[src/hdl/ltc_pkg.sv]
// Shared types and constants for the LRU tile tag cache.
// Used by ltc_cell and lru_tile_tag_cache_unit; no dependencies.
package ltc_pkg;

  localparam int ENTRIES_DEF = 128;
  localparam int ACTION_W    = 2;
  localparam int SLOT_W      = 16;
  localparam int REV_W       = 32;
  localparam int EPOCH_W     = 32;
  localparam int STAMP_W     = 64;
  localparam int ENTRY_W     = 7;

  localparam logic [ACTION_W-1:0] ACT_LOOKUP = 2'd0;
  localparam logic [ACTION_W-1:0] ACT_INSERT = 2'd1;
  localparam logic [ACTION_W-1:0] ACT_EPOCH  = 2'd2;

  typedef struct packed {
    logic [ACTION_W-1:0] action;
    logic [SLOT_W-1:0]   slot_id;
    logic [REV_W-1:0]    revision;
    logic [EPOCH_W-1:0]  epoch;
  } in_t;

  typedef struct packed {
    logic               hit;
    logic [ENTRY_W-1:0] entry;
    logic               evicted;
    logic [SLOT_W-1:0]  evicted_slot;
    logic               cleared;
  } out_t;

  // Flags of the scan packet that walks the cell row.
  typedef struct packed {
    logic go;
    logic found;
    logic rev_eq;
    logic free;
  } scan_flags_t;

  // Broadcast write data for the selected cell.
  typedef struct packed {
    logic [SLOT_W-1:0]  slot;
    logic [REV_W-1:0]   rev;
    logic [STAMP_W-1:0] stamp;
  } ent_wr_t;

endpackage

[src/hdl/ltc_cell.sv]
// One cache entry plus one stage of the scan packet that walks the row.
// Depends on ltc_pkg.
module ltc_cell #(
  parameter int IDX_W = 7,
  parameter int IDX   = 0
) (
  input  logic                       clk,
  input  logic                       rst_n,
  input  logic [ltc_pkg::SLOT_W-1:0] q_slot,
  input  logic [ltc_pkg::REV_W-1:0]  q_rev,
  input  logic                       clr,
  input  logic                       wr_go,
  input  logic [IDX_W-1:0]           wr_idx,
  input  ltc_pkg::ent_wr_t           wr_data,
  input  ltc_pkg::scan_flags_t       fl_in,
  input  logic [IDX_W-1:0]           found_idx_in,
  input  logic [IDX_W-1:0]           free_idx_in,
  input  logic [ltc_pkg::STAMP_W-1:0] min_stamp_in,
  input  logic [IDX_W-1:0]           min_idx_in,
  input  logic [ltc_pkg::SLOT_W-1:0] min_slot_in,
  output ltc_pkg::scan_flags_t       fl_out,
  output logic [IDX_W-1:0]           found_idx_out,
  output logic [IDX_W-1:0]           free_idx_out,
  output logic [ltc_pkg::STAMP_W-1:0] min_stamp_out,
  output logic [IDX_W-1:0]           min_idx_out,
  output logic [ltc_pkg::SLOT_W-1:0] min_slot_out
);
  import ltc_pkg::*;

  localparam logic [IDX_W-1:0] MY_IDX = IDX_W'(IDX);

  logic               valid_r;
  logic [SLOT_W-1:0]  slot_r;
  logic [REV_W-1:0]   rev_r;
  logic [STAMP_W-1:0] stamp_r;

  scan_flags_t        fl_r, fl_nxt;
  logic [IDX_W-1:0]   found_idx_r, found_idx_nxt;
  logic [IDX_W-1:0]   free_idx_r, free_idx_nxt;
  logic [STAMP_W-1:0] min_stamp_r, min_stamp_nxt;
  logic [IDX_W-1:0]   min_idx_r, min_idx_nxt;
  logic [SLOT_W-1:0]  min_slot_r, min_slot_nxt;

  logic               sel;
  logic               slot_hit;
  logic               take_min;

  assign sel      = wr_go && (wr_idx == MY_IDX);
  assign slot_hit = valid_r && (slot_r == q_slot);
  // First cell seeds the minimum; later cells replace only on a strictly smaller stamp.
  assign take_min = (IDX == 0) || (stamp_r < min_stamp_in);

  always_comb begin
    fl_nxt        = fl_in;
    found_idx_nxt = found_idx_in;
    free_idx_nxt  = free_idx_in;
    min_stamp_nxt = min_stamp_in;
    min_idx_nxt   = min_idx_in;
    min_slot_nxt  = min_slot_in;
    if (!fl_in.found && slot_hit) begin
      fl_nxt.found  = 1'b1;
      fl_nxt.rev_eq = (rev_r == q_rev);
      found_idx_nxt = MY_IDX;
    end
    if (!fl_in.free && !valid_r) begin
      fl_nxt.free  = 1'b1;
      free_idx_nxt = MY_IDX;
    end
    if (take_min) begin
      min_stamp_nxt = stamp_r;
      min_idx_nxt   = MY_IDX;
      min_slot_nxt  = slot_r;
    end
  end

  always_ff @(posedge clk) begin
    if (!rst_n) begin
      valid_r <= 1'b0;
    end else if (clr) begin
      valid_r <= 1'b0;
    end else if (sel) begin
      valid_r <= 1'b1;
    end
  end

  always_ff @(posedge clk) begin
    if (sel) begin
      slot_r  <= wr_data.slot;
      rev_r   <= wr_data.rev;
      stamp_r <= wr_data.stamp;
    end
  end

  always_ff @(posedge clk) begin
    if (!rst_n) begin
      fl_r <= '0;
    end else begin
      fl_r <= fl_nxt;
    end
  end

  always_ff @(posedge clk) begin
    found_idx_r <= found_idx_nxt;
    free_idx_r  <= free_idx_nxt;
    min_stamp_r <= min_stamp_nxt;
    min_idx_r   <= min_idx_nxt;
    min_slot_r  <= min_slot_nxt;
  end

  assign fl_out        = fl_r;
  assign found_idx_out = found_idx_r;
  assign free_idx_out  = free_idx_r;
  assign min_stamp_out = min_stamp_r;
  assign min_idx_out   = min_idx_r;
  assign min_slot_out  = min_slot_r;

endmodule

[config.mk]
export PLATFORM = sky130hd
export DESIGN_NAME = ltc_cell
export DESIGN_NICKNAME = d
export VERILOG_FILES = /design/src/hdl/ltc_pkg.sv /design/src/hdl/ltc_cell.sv
export SDC_FILE = /design/constraint.sdc
export NUM_CORES = 1
export LEC_CHECK = 0
export ABC_AREA = 1
export BUFFER_PORTS_ARGS = -buffer_cell sky130_fd_sc_hd__buf_2
export CAP_MARGIN = 30
export CORE_ASPECT_RATIO = 1.25
export CORE_MARGIN = 2
export CORE_UTILIZATION = 28
export CTS_CLUSTER_DIAMETER = 200
export CTS_CLUSTER_SIZE = 8
export DETAILED_ROUTE_END_ITERATION = 10
export GPL_TIMING_DRIVEN = 0
export PLACE_DENSITY = 0.56
export SLEW_MARGIN = 30
export SYNTH_ARGS = -nofsm -noshare
export SYNTH_HDL_FRONTEND = slang
export SYNTH_SLANG_ARGS = --single-unit
[constraint.sdc]
create_clock -name clk -period 4.1 [get_ports clk]
set_input_delay 0 -clock clk [delete_from_list [all_inputs] [get_ports clk]]
set_output_delay 0 -clock clk [all_outputs]
set_load 0.01 [all_outputs]
Word level (Yosys, flattened, before mapping). Index checks and enable logic that the tools add are counted. Widths: inputs -> output; s select.

Input bits: 276. Flip-flop bits (word level): 211. Output and inout port bits: 105. Logic and storage cells: 26.

Multiplexer cells: 2. Reductions and logical operators: 9. Bitwise logic cells: 1. Eq/ne operators: 2.

Operators by type and width (count): $eq 32x32->1 (1); $eq 16x16->1 (1); $logic_not 7->1 (1); $logic_and 1x1->1 (4); $logic_not 1->1 (3); $mux 2 (1); $reduce_or 2->1 (1); $mux 1 (1); $not 1->1 (1).

Longest topological paths before layout.
Word-level depth: 4. Mapped depth: 11. Gate-level depth less buffers: 11.

Worst setup path before layout. Ideal clock, no wire load.

Kind: input to register. From: in wr_idx[1]. To: reg slot_r[0], in the netlist min_slot_nxt[0] (enable). Stages on the path: 2. Path slack: 0.705 ns. Arrival time: 2.910 ns. Path buffers: 0. Path through: nor4_1 > and3_1.

Cells in the longest elaborated chain, start to end: 2.

RTL lines: start: declaration (line ltc_cell.sv:13) `input logic [IDX_W-1:0] wr_idx,`; $logic_not 7->1 (line ltc_cell.sv:48) `assign sel = wr_go && (wr_idx == MY_IDX);`; $logic_and 1x1->1 (line ltc_cell.sv:48); via sel (line ltc_cell.sv:44) `logic sel;`; end signal: assignment (line ltc_cell.sv:88) `slot_r <= wr_data.slot;`; end: declaration (line ltc_cell.sv:33) `logic [SLOT_W-1:0] slot_r;`.

The timed path passes the listed nets, and every way through them passes these cells. A chain may end at the register's enable or synchronous reset.

Worst setup path in the final report.
From: reg slot_r[6], in the netlist min_slot_nxt[6]. To: reg fl_r (netlist bit fl_out[1]).

Cells in the longest elaborated chain, start to end: 4.

RTL lines: $eq 16x16->1 (line ltc_cell.sv:49) `assign slot_hit = valid_r && (slot_r == q_slot);`; $logic_and 1x1->1 (line ltc_cell.sv:49); $logic_and 1x1->1 (line ltc_cell.sv:60) `if (!fl_in.found && slot_hit) begin`; $mux 2 (line ltc_cell.sv:60); end signal: assignment (line ltc_cell.sv:98) `fl_r <= fl_nxt;`; end: declaration (line ltc_cell.sv:37) `scan_flags_t fl_r, fl_nxt;`.

Every way passes these cells.

==> metrics.md <==
| Metric | Value |
|---|---|
| Status | `finished clean` |
| Number of max-cap violations | `0` |
| WP data required | `4560 ps` |
| Vias in the first global route | `4982` |
| #FFs+latches synth | `211` |
| Synthesis Warnings | `0` |
| Die area | `0.0240 mm²` |
| Routability cong. | `0.761` |
| Bufs on Longest Clock Path | `3` |
| Kind of critical path | `flop to flop` |
| R2R Path End | `fl_out[1]$_SDFF_PN0_` |
| Drt first-iter violations | `138` |
| Worst Path Max Fanout | `9` |
| Crit path arrival time | `2980 ps` |
| CTS buffer count | `30` |
| DP HPWL | `10600 µm` |
| Minimum clock period | `2530 ps` |
| Initial Util | `0.285` |
| DR pass1 iterations | `6` |
| R2R setup slack | `1570 ps` |
| Reg2reg path depth | `9` |
| Via count | `4607` |
| Post-Syn Area | `0.00636 mm²` |
| Most frequent cells in the layout | `buf_2 (286), dlygate4sd3_1 (151), edfxtp_1 (112)` |
| Worst Hold Path EP | `min_stamp_nxt[8]$_DFFE_PP_` |
| Worst-path clk slew | `50 ps` |
| Die height | `173 µm` |
| Fin cells | `1205` |
| Fmax | `396 MHz` |
| Rows | `61` |
| Final Hold Fails | `0` |
| Final setup violation count | `0` |
| VDD IR-drop max | `0.371 mV` |
| Drt via density | `3.82` |
| Final WL | `16000 µm` |
| Final Cycle Share | `0.616` |
| First-pass GRT wire length | `24900 µm` |
| Min setup slack post-route | `1570 ps` |
| DP Worst Slack | `2570 ps` |
| Setup crit start kind | `flop` |
| Tot GR Track Use | `0.130` |
| Cts repair resizes | `0` |
| Die W | `139 µm` |
| Nets | `1172` |
| Routed len/inst | `13.3 µm` |
| Commonest non-fill, non-tap cell in the layout | `buf_2` |
| Crit. End Element | `flop` |
| FF-to-FF Start | `min_slot_nxt[6]$_DFFE_PP_` |
| Post-DRT Antenna Nets | `0` |
| Post-route DRC | `0` |
| IO Count | `381` |
| Synth cell types | `19` |
| Layout cell share with drive strength beyond 1 | `0.363` |
| Total chip power | `0.00477 W` |
| H-tree depth | `1` |
| Pwr Density | `449 mW/mm²` |
| Final core occ | `0.476` |
| Sequential area share after synthesis | `0.840` |
| Cells after Synth | `419` |
| # port buffers | `286` |
| Final Skew | `8.61 ps` |
| Initial antenna violation count | `3` |
| Area Growth Syn to Fin | `66.8%` |
| Sum of negative setup slack | `0 ps` |
| Slew Viols, Final | `0` |
| Largest net degree at the start of global routing | `46` |
| CTS tree | `yes` |
| Root Driver | `clkbuf_16` |
| Total gr overflow | `0` |
| Worst-skew pair later-pin latency | `520 ps` |
| Worst Hold Path Cells | `3` |
| Hold Startpoint | `wr_idx[2]` |
| Leakage | `4.69 nW` |
| Syn_area_per_cell | `15.2 µm²` |
| HP Class | `primary input to flop` |
| # clock sinks | `211` |
| RSZ-0062 raised after global routing | `false` |
| Placed Cells incl. Taps | `996` |
| Core footprint | `0.0223 mm²` |
-- through the flow --
| stage | hold WS (ps) | cell area [µm²] |
|---|---|---|
| floorplan | 72.4 | 6380 |
| global placement | 160 | 8170 |
| detailed placement | 162 | 8220 |
| CTS | 30.2 | 10600 |
| global route | 77.4 | 10600 |
| finish | 77.9 | 10600 |
-- synth_stat cells --
master	count	area, µm²
nor4_1	1	6.26
inv_2	1	3.75
nor2_1	39	146
nand3_4	1	17.5
nand4_1	3	18.8
nand2_1	66	248
nor2_2	3	18.8
dfxtp_1	99	1980
xnor2_1	31	272
conb_1	1	3.75
and3_1	1	6.26
a21oi_1	1	5.00
inv_1	49	184
nand3_1	1	5.00
buf_4	7	52.6
nor2_8	1	20.0
edfxtp_1	112	3360
o21ai_0	1	5.00
nor3_1	1	5.00
-- worst max path at each step --
stage | slack (ps) | startpoint | to | cells after the start
after floorplan | 710 | wr_idx[1] | min_slot_nxt[0]$_DFFE_PP_ | 2
after global placement | -710 | wr_idx[1] | valid_r$_SDFFE_PP0P_ | 5
after detailed placement | 2570 | wr_idx[1] | rev_r[6]$_DFFE_PP_ | 4
after CTS | 1570 | min_slot_nxt[6]$_DFFE_PP_ | fl_out[1]$_SDFF_PN0_ | 9
after global routing | 1430 | min_slot_nxt[14]$_DFFE_PP_ | fl_out[1]$_SDFF_PN0_ | 11
final | 1570 | min_slot_nxt[6]$_DFFE_PP_ | fl_out[1]$_SDFF_PN0_ | 9
-- critical path: stages (launching register included) --
cell	delay, ps
edfxtp_1	400
xnor2_1	150
nand2_1	80
nor2_1	210
nand3_4	150
nor2_8	170
nor2_2	40
dlygate4sd3_1	550
nor2_1	120
dlygate4sd3_1	580
-- cells by family after synthesis --
kind of cell	Yosys count	synth area share
and+or+nand+nor	117	0.0773
DFF	211	0.840
buffers and inverters	57	0.0378
other	1	0.000589
AOI/OAI and AO/OA	2	0.00157
xor gates and xnor gates	31	0.0427
-- report_power, final --
| group | total [W] | internal [W] | leakage, nW | switching (W) |
|---|---|---|---|---|
| sequential | 0.00225 | 0.00224 | 1.84 | 0.00000403 |
| clock | 0.00224 | 0.00140 | 0.411 | 0.000840 |
| combinational | 0.000281 | 0.000190 | 2.44 | 0.0000913 |
-- final cells by class --
cell class,count,area (µm²)
clock buffer,55,866
clock inverter,1,7.51
tap,283,354
sequential,211,5350
antenna,2,5.00
buffer,7,52.6
fill,1956,11700
multi-input combinational,157,805
timing repair buffer,439,2990
inverter,50,188
-- routing by layer --
metal | up-vias | routed length [µm] | GRT usage | share of wire
met2 | 217 | 8170 | 0.237 | 0.51
li1 | 2304 | - | - | -
met5 | - | 11 | 0 | 0.00069
met3 | 34 | 1550 | 0.0485 | 0.097
met1 | 2050 | 5860 | 0.137 | 0.37
met4 | 2 | 395 | 0.0438 | 0.025
-- state kept, by name (all words and copies together), names as in the netlist --
| name | flops |
|---|---|
| min_slot_out | 16 |
| min_stamp_out | 64 |
| found_idx_out | 7 |
| min_stamp_nxt | 64 |
| min_slot_nxt | 16 |
| valid_r | 1 |
| free_idx_out | 7 |
| fl_out | 4 |
| rev_r | 32 |
-- timing repair --
action	4_1_cts	5_1_grt
hold endpoints to repair	131	0
hold buffers	151	0
buffers inserted	0	0
Note: power is estimated with default switching activity, not from simulation.
